--- config.mk ---
export PLATFORM = sky130hd
export DESIGN_NAME = fifo_with_handle_removal_core
export DESIGN_NICKNAME = d
export VERILOG_FILES = /design/src/rtl/fhr_pkg.sv /design/src/rtl/fhr_front.sv /design/src/rtl/fhr_exec.sv /design/src/rtl/fifo_with_handle_removal_core.sv
export SDC_FILE = /design/constraint.sdc
export NUM_CORES = 2
export LEC_CHECK = 0
export ABC_AREA = 1
export ABC_CLOCK_PERIOD_IN_PS = 11900
export BUFFER_PORTS_ARGS = -buffer_cell sky130_fd_sc_hd__buf_2
export CELL_PAD_IN_SITES_DETAIL_PLACEMENT = 1
export CELL_PAD_IN_SITES_GLOBAL_PLACEMENT = 2
export CORE_MARGIN = 10
export CORE_UTILIZATION = 47
export DETAILED_ROUTE_END_ITERATION = 6
export PLACE_DENSITY = 0.88
export RECOVER_POWER = 25
export SYNTH_ARGS = -nofsm -noshare
export SYNTH_HDL_FRONTEND = slang
export SYNTH_SLANG_ARGS = --single-unit
--- constraint.sdc ---
create_clock -name clk -period 11.9 [get_ports clk]
set_input_delay 2.38 -clock clk [delete_from_list [all_inputs] [get_ports clk]]
set_output_delay 2.38 -clock clk [all_outputs]
set_load 0.01 [all_outputs]
--- src/rtl/fhr_pkg.sv ---
// Shared types, constants and helpers for the handle-addressed linked queue.
// No dependencies; used by every module under rtl.
`default_nettype none
package fhr_pkg;
    localparam int POOL_DEPTH   = 64;
    localparam int PAYLOAD_BITS = 16;
    localparam int TIME_W       = 16;
    localparam int SLOT_W       = $clog2(POOL_DEPTH);
    localparam int LINK_W       = SLOT_W + 1;

    localparam logic [LINK_W-1:0] LINK_NULL = {1'b1, {SLOT_W{1'b0}}};

    localparam logic [1:0] OP_PUSH   = 2'd0;
    localparam logic [1:0] OP_POP    = 2'd1;
    localparam logic [1:0] OP_DELETE = 2'd2;
    localparam logic [1:0] OP_PEEK   = 2'd3;

    localparam logic [1:0] ST_OK    = 2'd0;
    localparam logic [1:0] ST_EMPTY = 2'd1;
    localparam logic [1:0] ST_FULL  = 2'd2;
    localparam logic [1:0] ST_BAD   = 2'd3;

    typedef struct packed {
        logic [1:0]              op;
        logic [PAYLOAD_BITS-1:0] entry_payload;
        logic [TIME_W-1:0]       entry_time;
        logic [SLOT_W-1:0]       entry_handle;
    } in_word_t;

    typedef struct packed {
        logic [SLOT_W-1:0]       result_handle;
        logic [PAYLOAD_BITS-1:0] result_payload;
        logic [TIME_W-1:0]       result_time;
        logic [1:0]              status;
    } out_word_t;

    typedef struct packed {
        logic     valid;
        in_word_t word;
    } q_link_t;

    function automatic logic [SLOT_W-1:0] first_free(input logic [POOL_DEPTH-1:0] live);
        logic [SLOT_W-1:0] r;
        r = '0;
        for (int i = POOL_DEPTH - 1; i >= 0; i--)
        begin
            if (!live[i])
            begin
                r = SLOT_W'(i);
            end
        end
        return r;
    endfunction
endpackage
`default_nettype wire

--- src/rtl/fhr_front.sv ---
// Front end: accepts words into a two-entry queue ahead of the executor.
// Depends on fhr_pkg.
`default_nettype none
module fhr_front (
    input  wire logic              clk,
    input  wire logic              rst_n,
    input  wire logic              in_valid,
    output logic                   in_stall,
    input  wire fhr_pkg::in_word_t in_word,
    output fhr_pkg::q_link_t       q_out,
    input  wire logic              q_take
);
    fhr_pkg::in_word_t mem_reg [2];
    logic              wr_ptr_reg, wr_ptr_next;
    logic              rd_ptr_reg, rd_ptr_next;
    logic [1:0]        count_reg, count_next;
    logic              push, pop;

    assign in_stall = (count_reg == 2'd2);
    assign push = in_valid && !in_stall;
    assign pop  = q_take && (count_reg != 2'd0);
    assign q_out.valid = (count_reg != 2'd0);
    assign q_out.word  = mem_reg[rd_ptr_reg];

    always_comb
    begin
        wr_ptr_next = wr_ptr_reg ^ push;
        rd_ptr_next = rd_ptr_reg ^ pop;
        count_next  = count_reg + {1'b0, push} - {1'b0, pop};
    end

    always_ff @(posedge clk or negedge rst_n)
    begin
        if (!rst_n)
        begin
            wr_ptr_reg <= 1'b0;
            rd_ptr_reg <= 1'b0;
            count_reg  <= 2'd0;
        end
        else
        begin
            wr_ptr_reg <= wr_ptr_next;
            rd_ptr_reg <= rd_ptr_next;
            count_reg  <= count_next;
        end
    end

    always_ff @(posedge clk)
    begin
        if (push)
        begin
            mem_reg[wr_ptr_reg] <= in_word;
        end
    end

`ifndef SYNTHESIS
    a_no_overflow: assert property (@(posedge clk) disable iff (!rst_n)
        count_reg == 2'd2 |-> !push || pop)
        else $error("queue overflow");
    a_take_valid: assert property (@(posedge clk) disable iff (!rst_n)
        count_reg != 2'd0 && !pop |=> count_reg != 2'd0)
        else $error("queue lost a word");
    a_count_range: assert property (@(posedge clk) disable iff (!rst_n)
        count_reg != 2'd3)
        else $error("queue count out of range");
`endif
endmodule
`default_nettype wire

--- src/rtl/fhr_exec.sv ---
// Back end: runs push, pop, delete and peek on the linked pool memories.
// Depends on fhr_pkg.
`default_nettype none
module fhr_exec (
    input  wire logic              clk,
    input  wire logic              rst_n,
    input  wire fhr_pkg::q_link_t  q_in,
    output logic                   q_take,
    output logic                   out_valid,
    input  wire logic              out_stall,
    output fhr_pkg::out_word_t     out_word
);
    localparam int SW = fhr_pkg::SLOT_W;
    localparam int LW = fhr_pkg::LINK_W;

    typedef enum logic [2:0] {
        S_IDLE = 3'b001,
        S_READ = 3'b010,
        S_UPD  = 3'b100
    } state_t;

    state_t state_reg, state_next;

    logic [fhr_pkg::PAYLOAD_BITS-1:0] pay_mem [fhr_pkg::POOL_DEPTH];
    logic [fhr_pkg::TIME_W-1:0]       time_mem [fhr_pkg::POOL_DEPTH];
    logic [LW-1:0]                    next_mem [fhr_pkg::POOL_DEPTH];
    logic [LW-1:0]                    prev_mem [fhr_pkg::POOL_DEPTH];

    logic [fhr_pkg::PAYLOAD_BITS-1:0] pay_rd_reg;
    logic [fhr_pkg::TIME_W-1:0]       time_rd_reg;
    logic [LW-1:0]                    next_rd_reg, prev_rd_reg;

    logic [fhr_pkg::POOL_DEPTH-1:0] live_reg, live_next;
    logic [LW-1:0]                  head_reg, head_next;
    logic [LW-1:0]                  tail_reg, tail_next;

    logic [1:0]                       op_reg;
    logic [1:0]                       st_reg;
    logic [SW-1:0]                    slot_reg;
    logic [fhr_pkg::PAYLOAD_BITS-1:0] wpay_reg;
    logic [fhr_pkg::TIME_W-1:0]       wtime_reg;

    logic               out_valid_reg, out_valid_next;
    fhr_pkg::out_word_t out_reg, out_next;

    logic [1:0]    st_dec;
    logic [SW-1:0] slot_dec;
    logic          ok, is_push, is_unlink;
    logic          nx_we, pv_we, dt_we;
    logic [SW-1:0] nx_addr, pv_addr;
    logic [LW-1:0] nx_data, pv_data;

    assign q_take    = (state_reg == S_IDLE) && q_in.valid && !out_valid_reg;
    assign out_valid = out_valid_reg;
    assign out_word  = out_reg;

    assign ok        = (st_reg == fhr_pkg::ST_OK);
    assign is_push   = (op_reg == fhr_pkg::OP_PUSH);
    assign is_unlink = (op_reg == fhr_pkg::OP_POP) || (op_reg == fhr_pkg::OP_DELETE);

    always_comb
    begin
        st_dec   = fhr_pkg::ST_OK;
        slot_dec = head_reg[SW-1:0];
        case (q_in.word.op)
            fhr_pkg::OP_PUSH:
            begin
                slot_dec = fhr_pkg::first_free(live_reg);
                if (&live_reg)
                begin
                    st_dec = fhr_pkg::ST_FULL;
                end
            end
            fhr_pkg::OP_DELETE:
            begin
                slot_dec = q_in.word.entry_handle;
                if (!live_reg[q_in.word.entry_handle])
                begin
                    st_dec = fhr_pkg::ST_BAD;
                end
            end
            default:
            begin
                if (head_reg[SW])
                begin
                    st_dec = fhr_pkg::ST_EMPTY;
                end
            end
        endcase
    end

    always_comb
    begin
        state_next     = state_reg;
        live_next      = live_reg;
        head_next      = head_reg;
        tail_next      = tail_reg;
        out_valid_next = out_valid_reg && out_stall;
        out_next       = out_reg;
        dt_we   = 1'b0;
        nx_we   = 1'b0;
        pv_we   = 1'b0;
        nx_addr = slot_reg;
        pv_addr = slot_reg;
        nx_data = fhr_pkg::LINK_NULL;
        pv_data = tail_reg;
        case (state_reg)
            S_IDLE:
            begin
                if (q_take)
                begin
                    state_next = S_READ;
                end
            end
            S_READ:
            begin
                state_next = S_UPD;
                if (is_push && ok)
                begin
                    dt_we = 1'b1;
                    nx_we = 1'b1;
                    pv_we = 1'b1;
                end
            end
            S_UPD:
            begin
                state_next     = S_IDLE;
                out_valid_next = 1'b1;
                out_next       = '0;
                out_next.status = st_reg;
                if (ok)
                begin
                    if (is_push)
                    begin
                        out_next.result_handle = slot_reg;
                        live_next[slot_reg] = 1'b1;
                        tail_next = {1'b0, slot_reg};
                        if (tail_reg[SW])
                        begin
                            head_next = {1'b0, slot_reg};
                        end
                        else
                        begin
                            nx_we   = 1'b1;
                            nx_addr = tail_reg[SW-1:0];
                            nx_data = {1'b0, slot_reg};
                        end
                    end
                    else if (is_unlink)
                    begin
                        if (op_reg == fhr_pkg::OP_POP)
                        begin
                            out_next.result_payload = pay_rd_reg;
                            out_next.result_time    = time_rd_reg;
                        end
                        live_next[slot_reg] = 1'b0;
                        if (prev_rd_reg[SW])
                        begin
                            head_next = next_rd_reg;
                        end
                        else
                        begin
                            nx_we   = 1'b1;
                            nx_addr = prev_rd_reg[SW-1:0];
                            nx_data = next_rd_reg;
                        end
                        if (next_rd_reg[SW])
                        begin
                            tail_next = prev_rd_reg;
                        end
                        else
                        begin
                            pv_we   = 1'b1;
                            pv_addr = next_rd_reg[SW-1:0];
                            pv_data = prev_rd_reg;
                        end
                    end
                    else
                    begin
                        out_next.result_time = time_rd_reg;
                    end
                end
            end
            default:
            begin
                state_next = S_IDLE;
            end
        endcase
    end

    always_ff @(posedge clk or negedge rst_n)
    begin
        if (!rst_n)
        begin
            state_reg     <= S_IDLE;
            live_reg      <= '0;
            head_reg      <= fhr_pkg::LINK_NULL;
            tail_reg      <= fhr_pkg::LINK_NULL;
            out_valid_reg <= 1'b0;
        end
        else
        begin
            state_reg     <= state_next;
            live_reg      <= live_next;
            head_reg      <= head_next;
            tail_reg      <= tail_next;
            out_valid_reg <= out_valid_next;
        end
    end

    always_ff @(posedge clk)
    begin
        out_reg <= out_next;
        if (q_take)
        begin
            op_reg    <= q_in.word.op;
            st_reg    <= st_dec;
            slot_reg  <= slot_dec;
            wpay_reg  <= q_in.word.entry_payload;
            wtime_reg <= q_in.word.entry_time;
        end
    end

    always_ff @(posedge clk)
    begin
        if (dt_we)
        begin
            pay_mem[slot_reg]  <= wpay_reg;
            time_mem[slot_reg] <= wtime_reg;
        end
        pay_rd_reg  <= pay_mem[slot_reg];
        time_rd_reg <= time_mem[slot_reg];
    end

    always_ff @(posedge clk)
    begin
        if (nx_we)
        begin
            next_mem[nx_addr] <= nx_data;
        end
        next_rd_reg <= next_mem[slot_reg];
    end

    always_ff @(posedge clk)
    begin
        if (pv_we)
        begin
            prev_mem[pv_addr] <= pv_data;
        end
        prev_rd_reg <= prev_mem[slot_reg];
    end

`ifndef SYNTHESIS
    a_ends_agree: assert property (@(posedge clk) disable iff (!rst_n)
        head_reg[SW] == tail_reg[SW])
        else $error("head and tail disagree on empty");
    a_empty_pool: assert property (@(posedge clk) disable iff (!rst_n)
        live_reg == '0 |-> head_reg[SW])
        else $error("head set with no live entries");
    a_out_free: assert property (@(posedge clk) disable iff (!rst_n)
        state_reg == S_UPD |-> !out_valid_reg || !out_stall)
        else $error("result would overwrite a pending word");
    a_head_live: assert property (@(posedge clk) disable iff (!rst_n)
        !head_reg[SW] |-> live_reg[head_reg[SW-1:0]])
        else $error("head points at a free slot");
`endif
endmodule
`default_nettype wire

--- src/rtl/fifo_with_handle_removal_core.sv ---
// Handle-addressed linked queue: front queue plus linked-pool executor.
// Each word taken passes through the read state and the update state; the result word is registered.
// A new word is taken only when the executor is idle and the result register has drained,
// so the read-then-rewrite link sequence of one word finishes before the next word starts.
// Reset: asynchronous, active low; empties the queue, frees every slot.
// Depends on fhr_pkg, fhr_front, fhr_exec.
`default_nettype none
module fifo_with_handle_removal_core (
    input  wire logic               clk,
    input  wire logic               rst_n,
    input  wire logic               in_valid,
    output logic                    in_stall,
    input  wire fhr_pkg::in_word_t  in_word,
    output logic                    out_valid,
    input  wire logic               out_stall,
    output fhr_pkg::out_word_t      out_word
);
    fhr_pkg::q_link_t q_link;
    logic             q_take;

    fhr_front u_front (
        .clk      (clk),
        .rst_n    (rst_n),
        .in_valid (in_valid),
        .in_stall (in_stall),
        .in_word  (in_word),
        .q_out    (q_link),
        .q_take   (q_take)
    );

    fhr_exec u_exec (
        .clk       (clk),
        .rst_n     (rst_n),
        .q_in      (q_link),
        .q_take    (q_take),
        .out_valid (out_valid),
        .out_stall (out_stall),
        .out_word  (out_word)
    );
endmodule
`default_nettype wire
# After elaboration in Yosys (flattened, before gate mapping)
# Memories as Yosys holds them, arrays and structs flattened. A register that Yosys moved wholly into a read port is not among the register bits.
# Index checks and enable logic that the tools add are counted.
# op_classes
n_addsub,2
magnitude_cmp,3
eq_ne,9
muxes,130
bitwise_logic,8
reduce_logical,24
# ops
operator,n
2-to-1 mux 6 bit,75
2-to-1 mux 64 bit,2
2-to-1 mux 7 bit,18
bitwise AND 64 bit,1
inverter 64 bit,1
bitwise OR 64 bit,1
AND reduction 64 bit,1
2-to-1 mux 16 bit,2
2-to-1 mux 1 bit,23
"less-than comparator 6 x 7 -> 1 bit, second input constant",2
one-hot mux 6 bit (2 select lines),1
nonzero test 2 bit,4
logical AND 1 bit,7
binary-select mux 1 bit (select 6 bit),1
demux 1 bit (select 6 bit),1
"equality test 2 bit, second input constant",3
"greater-or-equal comparator 6 x 1 -> 1 bit, second input constant",1
zero test 2 bit,3
one-hot mux 3 bit (2 select lines),1
AND reduction 5 bit,1
2-to-1 mux 2 bit,2
one-hot mux 1 bit (2 select lines),2
one-hot mux 2 bit (2 select lines),1
AND reduction 4 bit,1
other kinds (17),21
# word_totals
ff_bits,168
mem_bits_rw,3024
input_bits,44
output_inout_bits,42
word_cells,198
n_memories,5
# mem_list
name,depth,word_bits,rd,rd_ports_with_merged_regs,write_ports,line_no,source
u_exec.pay_mem,64,16,1,1,1,fhr_exec.sv:24,logic [fhr_pkg::PAYLOAD_BITS-1:0] pay_mem [fhr_pkg::POOL_DEPTH];
u_exec.time_mem,64,16,1,1,1,fhr_exec.sv:25,logic [fhr_pkg::TIME_W-1:0] time_mem [fhr_pkg::POOL_DEPTH];
u_exec.next_mem,64,7,1,1,1,fhr_exec.sv:26,logic [LW-1:0] next_mem [fhr_pkg::POOL_DEPTH];
u_exec.prev_mem,64,7,1,1,1,fhr_exec.sv:27,logic [LW-1:0] prev_mem [fhr_pkg::POOL_DEPTH];
u_front.mem_reg,2,40,1,0,1,fhr_front.sv:13,fhr_pkg::in_word_t mem_reg [2];

# Logic depth before layout (Yosys ltp)
# depth
depth_word,65
ltp_mapped,65
ltp_nobuf,65

# By module
# From an unflattened synthesis, not the netlist that was laid out.
# unflattened
cells_unflattened,7642
hier_area_um2,119933.8
# by_module_without_submodules
module,instances,cells_per_inst,area_per_inst_um2,seq_area_each_um2
fhr_exec,1,7402,116714.4,93843.8
fhr_front,1,240,3219.3,2502.4

# Worst setup path before layout
# OpenSTA, ideal clock, no wires.
# synth_timing
kind,flip-flop to flip-flop
startpoint,reg u_exec.state_reg[0]
endpoint,reg u_exec.state_reg[0]
setup_time_ns,0.083
arrival_time_ns,8.173
required_time_ns,11.817
setup_slack_ns,3.643
path_stages_with_launch,5
n_path_buf,0
synth_period_minus_slack_ns,8.257
path_cell_list,dfstp_2 nand2_1 a2111oi_0 or2_2 inv_1
# synth_via
elab_chain_len,4
word_cells_on_any_way,6
classes_between,eq/ne: 3; mux: 1; reduce/logical: 2
# synth_lines
item,line_no,source
from (decl),fhr_exec.sv:22,"state_t state_reg, state_next;"
from (signal assigned),fhr_exec.sv:203,state_reg <= state_next;
equality test 3 x 1 -> 1 bit,fhr_exec.sv:53,assign q_take = (state_reg == S_IDLE) && q_in.valid && !out_valid_reg;
logical AND 1 bit (2 in a row),fhr_exec.sv:53,
named net q_take,fifo_with_handle_removal_core.sv:19,logic q_take;
!= test 2 bit (no line),n/a,
# The timed path passes the listed nets, and every way through them passes these cells.
# A chain may end at the register's enable or synchronous reset.

# Worst setup path after layout
# layout_timing
startpoint,reg u_exec.state_reg[1]
endpoint,"mem u_exec.prev_mem[2][1] in the netlist's numbering, enable pin"
# layout_via
elab_chain_len,4
word_cells_on_any_way,6
classes_between,eq/ne: 2; mux: 4
# layout_lines
item,line_no,source
equality test 3 bit or equality test 3 x 2 -> 1 bit (tied branches),fhr_exec.sv:107,case (state_reg)
one-hot mux 1 bit (2 select lines),fhr_exec.sv:107,
2-to-1 mux 1 bit,fhr_exec.sv:246,if (pv_we)
2-to-1 mux 1 bit (not written as such),fhr_exec.sv:248,prev_mem[pv_addr] <= pv_data;
to (decl),fhr_exec.sv:27,
# Several ways; a longest one is shown, not always the timed one.

==> results.toml <==
[cells_and_area]
area_growth_pct = 12.9
postLayoutCoreUtil = 0.532
final_cell_area_um2 = 135000
nets = 7870
final_layout_size_suffix_gt1_frac = 0.108
finalNonFillerCells = 11412
largestRegisters = "u_exec.pay_mem: 1024 flops, u_exec.time_mem: 1024 flops"

[synth]
synthTopCellsByArea = "edfxtp_1 78%, nand2_1 4.6%, a22oi_1 2.8%"
synth.net_count = 7650
synth_cell_types = 41
synth_top_cell_area_share = 0.779
syn_avg_cell_area_um2 = 15.8
synth_seq_cells = 3238
synth_top_area_cell = "edfxtp_1"
syn_area_um2 = 120000
ys_seq_area_frac = 0.804
synth_cells = 7599
yosys_warnings = 0

[timing]
period_needed_ns = 6.21
maxSlewViolCount = 1820
fmax_mhz = 161
setup_tns_ns = 0
hold_slack_ns = 0.455
max_slew_margin = -1.51
rsz0062_at_grt = "no"
worst_pin_slew_ns = 3.76
setup_viol = 0
hold_viol = 0
fin_crit_sh = 0.522
finClkSkew_ns = 0.0468

[clocking]
clk_path_buf_depth = 4
insertion_delay_ns = 0.99
cts_root_buffer = "clkbuf_16"
clock-sinks = 3238
cts_tree = "done"
cts_setup_buffers = 0
clk_pin_slew_ns = 0.06
cts-buffers-inserted = 320
cts-htree-levels = 5
hold_buffers = 0
ctsResizeCount = 0

[worst_hold_path]
whs_endpoint = "u_exec.out_word[0]"
timing.hold.worst_path_depth = 0
hold_path.class = "reg2reg"
min_from = "u_exec.st_reg[0]"

[critical_path]
path_max_fanout = 15
reg2reg_from = "u_exec.state_reg[1]"
r2r_cells = 10
rrSetupSlack_ns = 5.69
cp.required_ns = 12.46
r2r-end = "u_exec.prev_mem[2][1]"
crit_path_start_kind = "register"
critical_path_class = "reg2reg"
critPathCaptureType = "register"
critical_path_arrival_ns = 6.78

[route]
drc = 5
finalWirelength_mm = 394
drt_pass1_iterations = 7
wl_per_cell_um = 34.5
via_per_inst = 6.64
ant_nets = 0
num_vias = 75786
drt_first_iter_violations = 11476

[placed_design]
placed_cell_area_um2 = 125000
placed_cells = 10863
io_buffer_count = 85
place_congestion = 0.834
dp_hpwl_mm = 216

[grt]
grt_pass1_wl_mm = 562
grt_pass1_vias = 78256
antenna_found_initial = 16
grtUsageTotal = 0.276
grt_max_degree = 138
gr-total-overflow = 0

[flow_run]
cap_violations = 28

[pwr]
pwr-share-clk = 0.298
powerDensity_nw_per_um2 = 245
ir_drop_mv = 0.203
p_sw_frac = 0.343
power_frac_comb = 0.267
power.switching_w = 0.0114
p_int_w = 0.0218
power_frac_seq = 0.435
power_leakage_nw = 43.9

[die]
start_util = 0.472
die_y_um = 525
coreArea_um2 = 254000
num_io_pins = 86
rows = 185
die_w_um = 525
die-area_um2 = 275000

[outcome]
failed_checks = "DRC, capacitance limit, slew limit"
status = "complete, but fails checks"
[Yosys cell counts]
| master | instances |
|---|---|
| a22oi_1 | 452 |
| a211oi_1 | 12 |
| a21oi_1 | 61 |
| edfxtp_1 | 3106 |
| clkinv_1 | 9 |
| o32ai_1 | 6 |
| o21ai_1 | 1 |
| a221o_1 | 5 |
| nor3_1 | 94 |
| nor4_1 | 8 |
| o221ai_1 | 1 |
| a2111oi_0 | 4 |
| buf_1 | 99 |
| o211ai_1 | 20 |
| a31oi_1 | 32 |
| o31ai_1 | 2 |
| or2_2 | 18 |
| or4_1 | 2 |
| xnor2_1 | 1 |
| dfrtp_1 | 83 |
| clkbuf_1 | 337 |
| nand2_1 | 1461 |
| o21ai_0 | 142 |
| o41ai_1 | 1 |
| a41oi_1 | 7 |
| dfxtp_1 | 46 |
| a22o_1 | 300 |
| nand4_1 | 344 |
| a2111o_1 | 13 |
| a221oi_1 | 366 |
| ha_1 | 7 |
| dfstp_2 | 3 |
| inv_1 | 140 |
| xor2_1 | 2 |
| nor2_1 | 284 |
| inv_2 | 5 |
| a32o_1 | 6 |
| nand3_1 | 108 |
| nand3b_1 | 1 |
| o311ai_0 | 9 |
| a311oi_1 | 1 |
[stage by stage]
stage / worst slack [ns] / total power [W]
floorplan: 3.64 / 0.0190
global placement: 6.60 / 0.0226
detailed placement: 6.26 / 0.0230
CTS: 6.26 / 0.0329
global route: 5.20 / 0.0341
finish: 5.69 / 0.0332
[worst max-delay path: stages (launching register included)]
cell and delay [ns]:
dfrtp_1 0.42, nor3_1 0.21, clkbuf_1 0.50, inv_1 0.13, nor2_1 0.16, inv_1 0.39
nor4_1 0.98, inv_1 0.08, o21ai_0 0.91, nand4_1 1.13, nor2_1 0.91
[power groups by stage]
stage	Clock [W]	Combinational, W	Sequential [W]
after floorplan	0	0.00408	0.0149
after global placement	0	0.00814	0.0145
after detailed placement	0	0.00854	0.0145
after CTS	0.00992	0.00870	0.0143
after global routing	0.0104	0.00923	0.0144
final	0.00988	0.00884	0.0144
[cell usage in the layout, fill, tap and decap left out, drive strengths merged, types with 8 or more instances in the layout]
| cell type | n |
|---|---|
| a211oi | 12 |
| a22oi | 452 |
| edfxtp | 3106 |
| nand2 | 1461 |
| a21oi | 61 |
| nor2 | 284 |
| nand3 | 108 |
| clkinv | 111 |
| nand4 | 344 |
| a31oi | 32 |
| a221oi | 366 |
| bufinv | 20 |
| dfrtp | 83 |
| o311ai | 9 |
| o211ai | 20 |
| nor3 | 94 |
| a2111o | 13 |
| or2 | 18 |
| buf | 305 |
| clkbuf | 445 |
| o21ai | 143 |
| dfxtp | 46 |
| inv | 147 |
| a22o | 300 |
| nor4 | 8 |
[worst max path at each step]
stage          cells past startpoint                      to                 from
2_1_floorplan                      4     u_exec.state_reg[0]  u_exec.state_reg[0]
3_3_place_gp                      10  u_exec.prev_mem[43][1]  u_exec.state_reg[1]
3_5_place_dp                       9   u_exec.prev_mem[3][2]     u_exec.st_reg[1]
4_1_cts                            9   u_exec.prev_mem[3][5]     u_exec.st_reg[1]
5_1_grt                           10   u_exec.prev_mem[2][1]  u_exec.state_reg[1]
6_report                          10   u_exec.prev_mem[2][1]  u_exec.state_reg[1]
[layout make-up]
type                       count  area (um^2)
fill                       23504       119000
sequential                  3238        96300
multi-input combinational   3771        21800
clock buffer                 416         8780
tap                         3366         4210
timing repair buffer         334         2330
clock inverter               130         1140
inverter                     154          578
antenna                        3         7.51
[layer usage]
metal  routed length, um  global-route usage
met1              142000               0.359
met2              184000               0.439
met3               43700              0.0585
met4               23600               0.144
met5                 121                   0
[kinds of logic (layout without fill, tap and decap cells)]
logic type / count (synthesis) / after routing / share of synthesized area
simple gates: 2320 / 2320 / 0.0826
fa+ha+maj: 7 / 7 / 0.000731
compound gates: 1441 / 1441 / 0.0936
other cells: 0 / 3 / 0
buf+inv: 590 / 1034 / 0.0185
xor+xnor: 3 / 3 / 0.000219
flops: 3238 / 3238 / 0.804
(Power assumes the default switching activity.)
